<file path="config.mk">
export PLATFORM = sky130hd
export DESIGN_NAME = crc32_frame_validator
export DESIGN_NICKNAME = d
export VERILOG_FILES = /design/src/cfv_pkg.sv /design/src/cfv_in_stage.sv /design/src/cfv_core.sv /design/src/cfv_out_stage.sv /design/src/crc32_frame_validator.sv
export SDC_FILE = /design/constraint.sdc
export NUM_CORES = 1
export LEC_CHECK = 0
export ABC_AREA = 1
export BUFFER_PORTS_ARGS = -buffer_cell sky130_fd_sc_hd__buf_2
export CORE_MARGIN = 1
export CORE_UTILIZATION = 55
export DETAILED_ROUTE_END_ITERATION = 10
export HOLD_SLACK_MARGIN = 0.08
export PLACE_DENSITY = 0.88
export SLEW_MARGIN = 20
export SYNTH_ARGS = -nofsm -noshare
export SYNTH_HDL_FRONTEND = slang
export SYNTH_SLANG_ARGS = --single-unit
</file>
<file path="constraint.sdc">
create_clock -name clk_i -period 10.6 [get_ports clk_i]
set_input_delay 2.65 -clock clk_i [delete_from_list [all_inputs] [get_ports clk_i]]
set_output_delay 2.65 -clock clk_i [all_outputs]
set_load 0.01 [all_outputs]
</file>
<file path="src/cfv_pkg.sv">
// Shared types, constants and the CRC-32 byte step for the frame validator.
// Depends on nothing; every other file in src imports it.
`timescale 1ns / 1ps
`default_nettype none

package cfv_pkg;

  // Fixed frame layout.
  localparam int HeaderBytes = 20;
  localparam int CrcSpan     = 16;
  localparam int LenSumW     = 17;

  // Reflected CRC-32 constants.
  localparam logic [31:0] CrcPoly = 32'hEDB88320;
  localparam logic [31:0] CrcInit = 32'hFFFFFFFF;

  // Verdict codes.
  typedef enum logic [2:0] {
    ST_OK       = 3'd0,
    ST_SHORT    = 3'd1,
    ST_BAD_HDR  = 3'd2,
    ST_LEN_OVER = 3'd3,
    ST_CRC_BAD  = 3'd4
  } status_e;

  // Configuration register indexes.
  typedef enum logic [1:0] {
    REG_MAGIC   = 2'd0,
    REG_VERSION = 2'd1,
    REG_MAX_LEN = 2'd2
  } cfg_reg_e;

  // One input word as held in the input register.
  typedef struct packed {
    logic [7:0] data_byte;
    logic       end_of_buffer;
  } in_word_t;

  // One verdict word.
  typedef struct packed {
    status_e     status;
    logic [7:0]  msg_type;
    logic [15:0] header_flags;
    logic [7:0]  channel_id;
    logic [7:0]  priority_level;
    logic [15:0] sequence_number;
    logic [31:0] deadline_value;
    logic [15:0] payload_length;
  } out_word_t;

  // Configuration values seen by the checker.
  typedef struct packed {
    logic [15:0] magic_word;
    logic [7:0]  version_byte;
    logic [12:0] len_limit;
  } cfg_t;

  // One byte through the reflected CRC-32, eight bit steps unrolled.
  function automatic logic [31:0] crc_step(input logic [31:0] crc_in,
                                           input logic [7:0]  data);
    logic [31:0] crc;
    crc = crc_in ^ {24'd0, data};
    for (int k = 0; k < 8; k++) begin
      crc = (crc >> 1) ^ (crc[0] ? CrcPoly : 32'd0);
    end
    return crc;
  endfunction

endpackage

`default_nettype wire

</file>
<file path="src/cfv_in_stage.sv">
// Input register for the frame validator: holds one received word until
// the checker takes it. Depends on cfv_pkg.
`timescale 1ns / 1ps
`default_nettype none

module cfv_in_stage (
  input  wire               clk_i,
  input  wire               rst_ni,
  input  wire               in_valid_i,
  output logic              in_stall_o,
  input  cfv_pkg::in_word_t in_word_i,
  input  wire               take_i,
  output logic              valid_o,
  output cfv_pkg::in_word_t word_o
);
  import cfv_pkg::*;

  logic     valid_q, valid_d;
  in_word_t word_q;
  logic     accept;

  // The register can refill in the cycle its word is taken.
  assign in_stall_o = valid_q && !take_i;
  assign accept     = in_valid_i && !in_stall_o;

  always_comb begin
    if (accept) begin
      valid_d = 1'b1;
    end else if (take_i) begin
      valid_d = 1'b0;
    end else begin
      valid_d = valid_q;
    end
  end

  // Control state.
  always_ff @(posedge clk_i or negedge rst_ni) begin
    if (!rst_ni) begin
      valid_q <= 1'b0;
    end else begin
      valid_q <= valid_d;
    end
  end

  // Payload.
  always_ff @(posedge clk_i) begin
    if (accept) begin
      word_q <= in_word_i;
    end
  end

  assign valid_o = valid_q;
  assign word_o  = word_q;

endmodule

`default_nettype wire

</file>
<file path="src/cfv_core.sv">
// Frame checker: header capture, running CRC-32, byte position and verdict
// decision, one byte per cycle unless the output is busy. Depends on cfv_pkg.
`timescale 1ns / 1ps
`default_nettype none

module cfv_core #(
  parameter int PAYLOAD_LIMIT = 4096
) (
  input  wire                clk_i,
  input  wire                rst_ni,
  input  cfv_pkg::cfg_t      cfg_i,
  input  wire                valid_i,
  input  cfv_pkg::in_word_t  word_i,
  input  wire                out_ready_i,
  output logic               take_o,
  output logic               res_valid_o,
  output cfv_pkg::out_word_t res_o
);
  import cfv_pkg::*;

  localparam int PosW = $clog2(HeaderBytes + PAYLOAD_LIMIT + 1);

  logic [PosW-1:0] pos_q, pos_d, pos_inc;
  logic [31:0]     crc_q, crc_d, crc_next;
  logic            verdict_q, verdict_d;
  logic [7:0]      hdr_q    [HeaderBytes];
  logic [7:0]      hdr_view [HeaderBytes];

  logic        crc_en, at_hdr_end, at_pay_end, have_header;
  logic        magic_bad, len_bad, crc_done, crc_ok, verdict_now, has_result;
  logic [15:0] len;
  logic [31:0] expected;
  status_e     status;

  // Header bytes with the current byte merged at its position.
  always_comb begin
    for (int i = 0; i < HeaderBytes; i++) begin
      hdr_view[i] = (pos_q == PosW'(i)) ? word_i.data_byte : hdr_q[i];
    end
  end

  // CRC covers header bytes 0-15 and the payload.
  assign crc_en   = (pos_q < PosW'(CrcSpan)) || (pos_q >= PosW'(HeaderBytes));
  assign crc_next = crc_en ? crc_step(crc_q, word_i.data_byte) : crc_q;
  assign pos_inc  = pos_q + PosW'(1);

  // Header checks.
  assign len       = {hdr_view[15], hdr_view[14]};
  assign expected  = {hdr_view[19], hdr_view[18], hdr_view[17], hdr_view[16]};
  assign magic_bad = ({hdr_view[1], hdr_view[0]} != cfg_i.magic_word) ||
                     (hdr_view[2] != cfg_i.version_byte);
  assign len_bad   = (len > {3'd0, cfg_i.len_limit}) || (len > 16'(PAYLOAD_LIMIT));

  // Decision points.
  assign at_hdr_end  = (pos_inc == PosW'(HeaderBytes));
  assign at_pay_end  = (pos_inc > PosW'(HeaderBytes)) &&
                       (LenSumW'(pos_inc) == LenSumW'(HeaderBytes) + LenSumW'(len));
  assign crc_done    = (at_hdr_end && !magic_bad && !len_bad && (len == 16'd0)) ||
                       at_pay_end;
  assign crc_ok      = (~crc_next == expected);
  assign verdict_now = (at_hdr_end && (magic_bad || len_bad)) || crc_done;
  assign have_header = (pos_inc >= PosW'(HeaderBytes));
  assign has_result  = !verdict_q && (verdict_now || word_i.end_of_buffer);

  always_comb begin
    if (at_hdr_end && magic_bad) begin
      status = ST_BAD_HDR;
    end else if (at_hdr_end && len_bad) begin
      status = ST_LEN_OVER;
    end else if (crc_done) begin
      status = crc_ok ? ST_OK : ST_CRC_BAD;
    end else begin
      status = ST_SHORT;
    end
  end

  // Result word; header fields read as zero when the header is incomplete.
  always_comb begin
    res_o        = '0;
    res_o.status = status;
    if (have_header) begin
      res_o.msg_type        = hdr_view[3];
      res_o.header_flags    = {hdr_view[5], hdr_view[4]};
      res_o.channel_id      = hdr_view[6];
      res_o.priority_level  = hdr_view[7];
      res_o.sequence_number = {hdr_view[9], hdr_view[8]};
      res_o.deadline_value  = {hdr_view[13], hdr_view[12], hdr_view[11], hdr_view[10]};
      res_o.payload_length  = len;
    end
  end

  assign take_o      = valid_i && (!has_result || out_ready_i);
  assign res_valid_o = valid_i && has_result;

  // Next frame state; the last byte of a buffer rearms the checker.
  always_comb begin
    pos_d     = pos_q;
    crc_d     = crc_q;
    verdict_d = verdict_q;
    if (take_o) begin
      if (word_i.end_of_buffer) begin
        pos_d     = '0;
        crc_d     = CrcInit;
        verdict_d = 1'b0;
      end else if (!verdict_q) begin
        pos_d     = pos_inc;
        crc_d     = crc_next;
        verdict_d = verdict_now;
      end
    end
  end

  always_ff @(posedge clk_i or negedge rst_ni) begin
    if (!rst_ni) begin
      pos_q     <= '0;
      crc_q     <= CrcInit;
      verdict_q <= 1'b0;
    end else begin
      pos_q     <= pos_d;
      crc_q     <= crc_d;
      verdict_q <= verdict_d;
    end
  end

  // Header capture; bytes past the header leave the view unchanged.
  always_ff @(posedge clk_i) begin
    if (take_o && !verdict_q) begin
      hdr_q <= hdr_view;
    end
  end

  // A buffer end always rearms the checker.
  assert property (@(posedge clk_i) disable iff (!rst_ni)
    (take_o && word_i.end_of_buffer) |=> (pos_q == '0) && !verdict_q && (crc_q == CrcInit))
    else $error("checker not rearmed after buffer end");

  // A verdict is only ever recorded once the header is complete.
  assert property (@(posedge clk_i) disable iff (!rst_ni)
    verdict_q |-> (pos_q >= PosW'(HeaderBytes)))
    else $error("verdict recorded inside the header");

  // After a verdict, bytes do not emit, and only a buffer end moves the position.
  assert property (@(posedge clk_i) disable iff (!rst_ni)
    (verdict_q && take_o && !word_i.end_of_buffer) |=> $stable(pos_q) && verdict_q)
    else $error("position moved after verdict");

  // A byte that carries a result is never dropped when the output is busy.
  assert property (@(posedge clk_i) disable iff (!rst_ni)
    (res_valid_o && !out_ready_i) |-> !take_o)
    else $error("result byte taken while output is busy");

endmodule

`default_nettype wire

</file>
<file path="src/cfv_out_stage.sv">
// Output register for the frame validator: holds one verdict word until
// the receiver takes it. Depends on cfv_pkg.
`timescale 1ns / 1ps
`default_nettype none

module cfv_out_stage (
  input  wire                clk_i,
  input  wire                rst_ni,
  input  wire                load_i,
  input  cfv_pkg::out_word_t word_i,
  output logic               ready_o,
  output logic               out_valid_o,
  input  wire                out_stall_i,
  output cfv_pkg::out_word_t word_o
);
  import cfv_pkg::*;

  logic      valid_q;
  out_word_t word_q;
  logic      load;

  // Free when empty or when the held word leaves this cycle.
  assign ready_o = !valid_q || !out_stall_i;
  assign load    = load_i && ready_o;

  always_ff @(posedge clk_i or negedge rst_ni) begin
    if (!rst_ni) begin
      valid_q <= 1'b0;
    end else if (ready_o) begin
      valid_q <= load_i;
    end
  end

  always_ff @(posedge clk_i) begin
    if (load) begin
      word_q <= word_i;
    end
  end

  assign out_valid_o = valid_q;
  assign word_o      = word_q;

endmodule

`default_nettype wire

</file>
<file path="src/crc32_frame_validator.sv">
// CRC-32 framed packet validator, top level: configuration registers and
// the input, checker and output stages. Depends on cfv_pkg and its submodules.
`timescale 1ns / 1ps
`default_nettype none

// The block takes one byte of a received buffer per cycle, unless a verdict
// waits on a stalled output, and gives at most one verdict word per buffer:
// status plus the header fields. Every byte runs through a single registered
// pass (input register, one-byte CRC step and header checks, output register);
// a verdict leaves through the output register. The CRC step, eight unrolled
// bit updates of the reflected CRC-32, sets the cycle time.
// Write configuration only while no buffer is in flight.
module crc32_frame_validator #(
  parameter int PAYLOAD_LIMIT = 4096
) (
  input  wire         clk_i,
  input  wire         rst_ni,
  // Configuration write port.
  input  wire         cfg_we_i,
  input  wire  [1:0]  cfg_idx_i,
  input  wire  [15:0] cfg_wdata_i,
  // Byte input channel.
  input  wire         in_valid_i,
  output logic        in_stall_o,
  input  wire  [7:0]  data_byte_i,
  input  wire         end_of_buffer_i,
  // Verdict output channel.
  output logic        out_valid_o,
  input  wire         out_stall_i,
  output logic [2:0]  status_o,
  output logic [7:0]  msg_type_o,
  output logic [15:0] header_flags_o,
  output logic [7:0]  channel_id_o,
  output logic [7:0]  priority_level_o,
  output logic [15:0] sequence_number_o,
  output logic [31:0] deadline_value_o,
  output logic [15:0] payload_length_o
);
  import cfv_pkg::*;

  cfg_t      cfg_q;
  in_word_t  in_word, held_word;
  out_word_t res_word, out_word;
  logic      held_valid, take, res_valid, out_ready;

  // Configuration registers.
  always_ff @(posedge clk_i or negedge rst_ni) begin
    if (!rst_ni) begin
      cfg_q.magic_word   <= 16'd0;
      cfg_q.version_byte <= 8'd0;
      cfg_q.len_limit    <= 13'd4096;
    end else if (cfg_we_i) begin
      unique case (cfg_idx_i)
        REG_MAGIC:   cfg_q.magic_word   <= cfg_wdata_i;
        REG_VERSION: cfg_q.version_byte <= cfg_wdata_i[7:0];
        REG_MAX_LEN: cfg_q.len_limit    <= cfg_wdata_i[12:0];
        default: ;
      endcase
    end
  end

  assign in_word.data_byte     = data_byte_i;
  assign in_word.end_of_buffer = end_of_buffer_i;

  cfv_in_stage u_in (
    .clk_i      (clk_i),
    .rst_ni     (rst_ni),
    .in_valid_i (in_valid_i),
    .in_stall_o (in_stall_o),
    .in_word_i  (in_word),
    .take_i     (take),
    .valid_o    (held_valid),
    .word_o     (held_word)
  );

  cfv_core #(
    .PAYLOAD_LIMIT (PAYLOAD_LIMIT)
  ) u_core (
    .clk_i       (clk_i),
    .rst_ni      (rst_ni),
    .cfg_i       (cfg_q),
    .valid_i     (held_valid),
    .word_i      (held_word),
    .out_ready_i (out_ready),
    .take_o      (take),
    .res_valid_o (res_valid),
    .res_o       (res_word)
  );

  cfv_out_stage u_out (
    .clk_i       (clk_i),
    .rst_ni      (rst_ni),
    .load_i      (res_valid),
    .word_i      (res_word),
    .ready_o     (out_ready),
    .out_valid_o (out_valid_o),
    .out_stall_i (out_stall_i),
    .word_o      (out_word)
  );

  assign status_o          = out_word.status;
  assign msg_type_o        = out_word.msg_type;
  assign header_flags_o    = out_word.header_flags;
  assign channel_id_o      = out_word.channel_id;
  assign priority_level_o  = out_word.priority_level;
  assign sequence_number_o = out_word.sequence_number;
  assign deadline_value_o  = out_word.deadline_value;
  assign payload_length_o  = out_word.payload_length;

endmodule

`default_nettype wire
</file>
# Yosys cells after proc, flatten, opt, wreduce, memory -nomap -nowiden
# Cells that the tools add are included.
[word_totals]
ff_bits = 361
input_bits = 32
out_inout_bits = 109
[classes]
addsub = 2
n_reduce_logical = 41
n_mux = 40
bitwise = 11
order_cmp = 6
eq_ne = 27
[ops]
columns = ["op", "count"]
rows = [
  ["32-bit two-way mux", 11],
  ["31-bit by 32-bit bitwise XOR with 32-bit output", 8],
  ["8-bit two-way mux", 20],
  ["13-bit by 4-bit equality test with 1-bit output, second input constant", 8],
  ["13-bit by 5-bit equality test with 1-bit output, second input constant", 5],
  ["13-bit by 3-bit equality test with 1-bit output, second input constant", 4],
  ["32-bit equality test", 1],
  ["32-bit NOT", 1],
  ["32-bit by 8-bit bitwise XOR with 32-bit output", 1],
  ["13-bit by 2-bit equality test with 1-bit output, second input constant", 2],
  ["13-bit by 5-bit greater-or-equal comparator with 1-bit output, second input constant", 2],
  ["13-bit two-way mux", 2],
  ["5-bit by 16-bit adder with 17-bit output, first input constant", 1],
  ["13-bit by 17-bit equality test with 1-bit output", 1],
  ["16-bit by 13-bit > comparator with 1-bit output", 1],
  ["16-bit by 13-bit > comparator with 1-bit output, second input constant", 1],
  ["16-bit zero test", 1],
  ["16-bit != test", 1],
  ["1-bit logical AND", 14],
  ["13-bit by 1-bit adder with 13-bit output, second input constant", 1],
  ["13-bit by 1-bit equality test with 1-bit output, second input constant", 1],
  ["13-bit by 5-bit > comparator with 1-bit output, second input constant", 1],
  ["13-bit zero test", 1],
  ["13-bit by 5-bit < comparator with 1-bit output, second input constant", 1],
  ["15 further kinds", 37],
]

# Depth between registers and ports, before layout
[logic_depth]
word_depth = 23
ltp_mapped = 27
mapped_depth_nobuf = 25

# Hierarchy
# From an unflattened synthesis, not the netlist that was laid out.
[unflattened]
hier_cells = 2121
hier_area_um2 = 18973.2
[modules_own_cells]
columns = ["module", "n_inst", "cells_each", "area_per_inst_um2", "seq_area_each_um2"]
rows = [
  ["cfv_core", 1, 1828, 13860.8, 5995.8],
  ["cfv_out_stage", 1, 112, 3254.4, 3238.1],
  ["crc32_frame_validator", 1, 165, 1530.2, 927.1],
  ["cfv_in_stage", 1, 16, 327.8, 295.3],
]

# Least setup slack after synthesis
# No wires, ideal clock.
[synth_path]
path_type = "input to register"
start = "in out_stall_i"
end = "reg u_core.hdr_q[0] in the netlist's numbering (enable)"
path_stages = 6
t_arrival_ns = 9.755
setup_ns = 0.682
path_slack_ns = 0.163
required_time_ns = 9.918
path_buffers = 1
cell_sequence = "nand2_1 -> inv_1 -> nand3_2 -> buf_6 -> nand2_1 -> nor2_1"
[synth_between]
elab_chain_len = 5
[synth_rtl]
columns = ["item", "line", "source"]
rows = [
  ["start, declared", "crc32_frame_validator.sv:29", "input wire out_stall_i,"],
  ["1-bit zero test", "cfv_out_stage.sv:23", "assign ready_o = !valid_q || !out_stall_i;"],
  ["1-bit logical OR", "cfv_out_stage.sv:23", ""],
  ["1-bit logical OR", "cfv_core.sv:92", "assign take_o = valid_i && (!has_result || out_ready_i);"],
  ["1-bit logical AND", "cfv_core.sv:92", ""],
  ["1-bit logical AND", "cfv_core.sv:127", "if (take_o && !verdict_q) begin"],
  ["end signal, assigned", "cfv_core.sv:128", "hdr_q <= hdr_view;"],
  ["end, declared", "cfv_core.sv:26", "logic [7:0] hdr_q [HeaderBytes];"],
]
# No other way between the ends.
# A chain may end at the register's enable or synchronous reset.

==> reports/results.ini <==
[timing]
finalCritPeriodShare = 0.670
finalSetupViolCount = 0
rsz0062_at_grt = false
fin_ws_ns = 3.50
finClkSkew_ns = 0.0239
finalHoldViolations = 0
relSlewSlack = 0.235
drv_slew = 0
max_freq_mhz = 141
max_slew.worst_pin.slew_ns = 1.15
period_minus_slack_ns = 7.10
setup_tns_ns = 0

[place]
dp_hpwl_um = 33500
place_area_um2 = 19900
pre_cts_ws_ns = 4.09
gp_congestion = 0.944
portBuffers = 140
dp_cells = 2638

[power_and_ir_drop]
p_per_area_nw_per_um2 = 239
vdd_drop_max_mv = 0.317
sw_frac_of_total = 0.362
netSwitchingPower_mw = 1.83
internal-power_mw = 3.22
share_comb_of_total_power = 0.358
p_leak_nw = 9.75
clkPwrFrac = 0.265
pwr-share-seq = 0.378

[critical_path]
end_kind = primary output
worstSetupStartpointType = register
cp.arrival_ns = 4.45
r2r_cells = 22
worstPathMaxFanout = 12
critPathKind = register to primary output
crit_required_ns = 7.95

[routing]
wl_per_cell_um = 18.3
postRouteWirelength_um = 49500
dr.pass1.iters = 6
drt_iter0_markers = 1726
viasPerCell = 5.69
drtAntennaViolNets = 0
post-route-drc-count = 0
vias = 15400

[finish]
nNetsFinal = 2280
areaGrowthSynthToFinish_pct = 11.8
fillers = 2682
drive_above_1_share = 0.144
fin_area_um2 = 21100
finalNonFillerCells = 2708
antenna_cells = 0

[clocking]
post_cts_buffers = 0
post_cts_resized = 0
clk_latency_ns = 0.55
cts_hold_buffers = 0
clock_sinks = 361
clockRootBuffer = clkbuf_16
cts_max_level = 2
clk_pin_slew_worst_paths_ns = 0.06
cts-buffers-inserted = 38
cts_tree = built
cts.path.max_buffers = 3

[floorplan]
die_y_um = 187
dieArea_um2 = 35100
rows = 67
core_um2 = 33700
start_util = 0.561
die_w_um = 187
ioPinCount = 141

[logic_synthesis]
syn-cell-area_um2 = 18900
synthesis.nets = 2163
synth_ff_type = edfxtp_1
ys_seq_elements = 361
netlist_instances = 2113
synth_area_per_cell_um2 = 8.94
yosysWarnings = 0
synth_edf_count = 276
ys_types = 52
ys_async_sr_fraction = 0.235
ys_seq_area_frac = 0.553

[global_routing]
grt_pass1_wl_um = 77600
grt_pass1_vias = 14700
antenna_found_initial = 0
grt.overflow.total = 0
grt_usage = 0.280
grt_max_degree = 100

[worst_hold_path]
hp-class = register to register
hold_depth = 2

[job]
max-cap-violations = 0

[outcome]
run_status = completed

[flip-flops by register name (all words and copies together), names as in the netlist]
name               cells
cfg_q                 37
u_core.pos_q          13
u_core.crc_q          32
u_in.word_o            9
u_in.valid_o           1
u_core.hdr_q         160
u_core.verdict_q       1
u_out.out_valid_o      1
u_out.word_o         107
[synthesized netlist by cell type, types with 3 or more instances]
cell	number	share of area
clkinv_1	3	0.00060
xor2_1	66	0.031
edfxtp_1	276	0.44
a21oi_1	65	0.017
ha_1	18	0.012
nand2_1	653	0.13
nor4_1	8	0.0026
nor2_2	7	0.0023
nand3_1	80	0.021
inv_2	9	0.0018
nor3_2	4	0.0021
buf_6	14	0.0083
buf_1	7	0.0014
nor2_4	5	0.0030
o21ai_2	8	0.0037
dfrtp_1	52	0.069
nor2_1	154	0.031
o21ai_0	134	0.035
or2_2	11	0.0036
buf_4	5	0.0020
buf_2	12	0.0032
nand2_2	17	0.0056
o21ai_1	16	0.0042
dfstp_2	33	0.046
nor3_1	6	0.0016
o22ai_1	4	0.0013
nand4_1	72	0.024
o21bai_1	5	0.0020
inv_1	251	0.050
xnor2_1	48	0.022
clkbuf_1	44	0.0087
[cells in the final DEF (no fill, tap or decap), drive strengths merged, types with 2 or more instances in the layout]
master and count:
dfrtp 52, a21oi 65, clkinv 23, nand2 670
nand3 83, nor4 9, o21ai 159, xor2 67
inv 260, bufinv 4, a211oi 2, nand4 73
or2 11, edfxtp 276, mux2 2, ha 18
o22ai 4, xnor2 50, clkbuf 45, nor2 167
o21a 2, o211ai 2, nor3 10, dfstp 33
o21bai 5, buf 159
[cell type report]
cell class	count	area, µm²	share of cell area
clock inverter	25	274	0.0130
sequential	361	10500	0.495
inverter	263	987	0.0467
multi-input combinational	1407	7020	0.332
clock buffer	45	987	0.0467
tap	448	561	0.0265
timing repair buffer	159	846	0.0400
[through the flow]
stage	power (mW)	hold slack, ns	util
floorplan	3.25	0.449	-
global placement	3.61	0.463	0.590
CTS	5.02	0.477	0.627
detailed placement	3.67	0.464	0.590
finish	5.04	0.476	0.627
global route	5.30	0.482	0.627
[power groups by stage]
| stage | clock network (mW) | logic, mW | registers [mW] |
|---|---|---|---|
| 3_3_place_gp | 0 | 1.69 | 1.92 |
| 5_1_grt | 1.40 | 1.98 | 1.92 |
| 4_1_cts | 1.35 | 1.77 | 1.90 |
| 3_5_place_dp | 0 | 1.74 | 1.93 |
| 6_report | 1.33 | 1.80 | 1.90 |
| 2_1_floorplan | 0 | 1.34 | 1.91 |
[cells by family (layout without fill, tap and decap cells)]
family / after synthesis / in the layout / share of synthesized area
and+or+nand+nor: 1024 / 1024 / 0.231
DFF: 361 / 361 / 0.553
buffers and inverters: 345 / 492 / 0.0759
AOI/OAI and AO/OA: 245 / 245 / 0.0697
xor gates and xnor gates: 117 / 117 / 0.0560
adders and majority gates: 18 / 18 / 0.0119
muxes: 3 / 3 / 0.00172
[layer usage]
| layer | track usage | part of all wire | vias up |
|---|---|---|---|
| met5 | 0 | 0 | - |
| met4 | 0.116 | 0.039 | 0 |
| met3 | 0.0377 | 0.084 | 134 |
| met2 | 0.484 | 0.50 | 903 |
| met1 | 0.354 | 0.38 | 7241 |
| li1 | - | - | 7138 |
[path summary, 6_finish.rpt]
| kind | slack (ns) | from | to |
|---|---|---|---|
| max | 3.50 | u_core.pos_q[0] | in_stall_o |
| min | 0.48 | u_core.crc_q[25] | u_core.crc_q[25] |
| max reg2reg | 3.95 | u_core.pos_q[0] | u_core.hdr_q[35] |
| min reg2reg | 0.48 | u_core.crc_q[25] | u_core.crc_q[25] |
| max in group asynchronous | 7.45 | rst_ni | cfg_q[26] |
| min in group asynchronous | 2.23 | rst_ni | u_core.crc_q[17] |
[worst max-delay path: stages, from the launching register on]
cell and delay (ns):
dfrtp_1 0.48, inv_1 0.17, ha_1 0.20, nand3_1 0.09, nor2_2 0.45, nand2_1 0.40
nand2_1 0.14, nand2_1 0.18, ha_1 0.35, a21oi_1 0.13, nor2_1 0.05, a211oi_1 0.16
nand2_1 0.08, nand2_1 0.06, nand2_1 0.04, nand2_1 0.11, nand2_1 0.13, o21ai_2 0.16
nand4_2 0.14, nand4_1 0.20, inv_1 0.06, buf_2 0.13
Note: power is estimated with default switching activity, not from simulation.
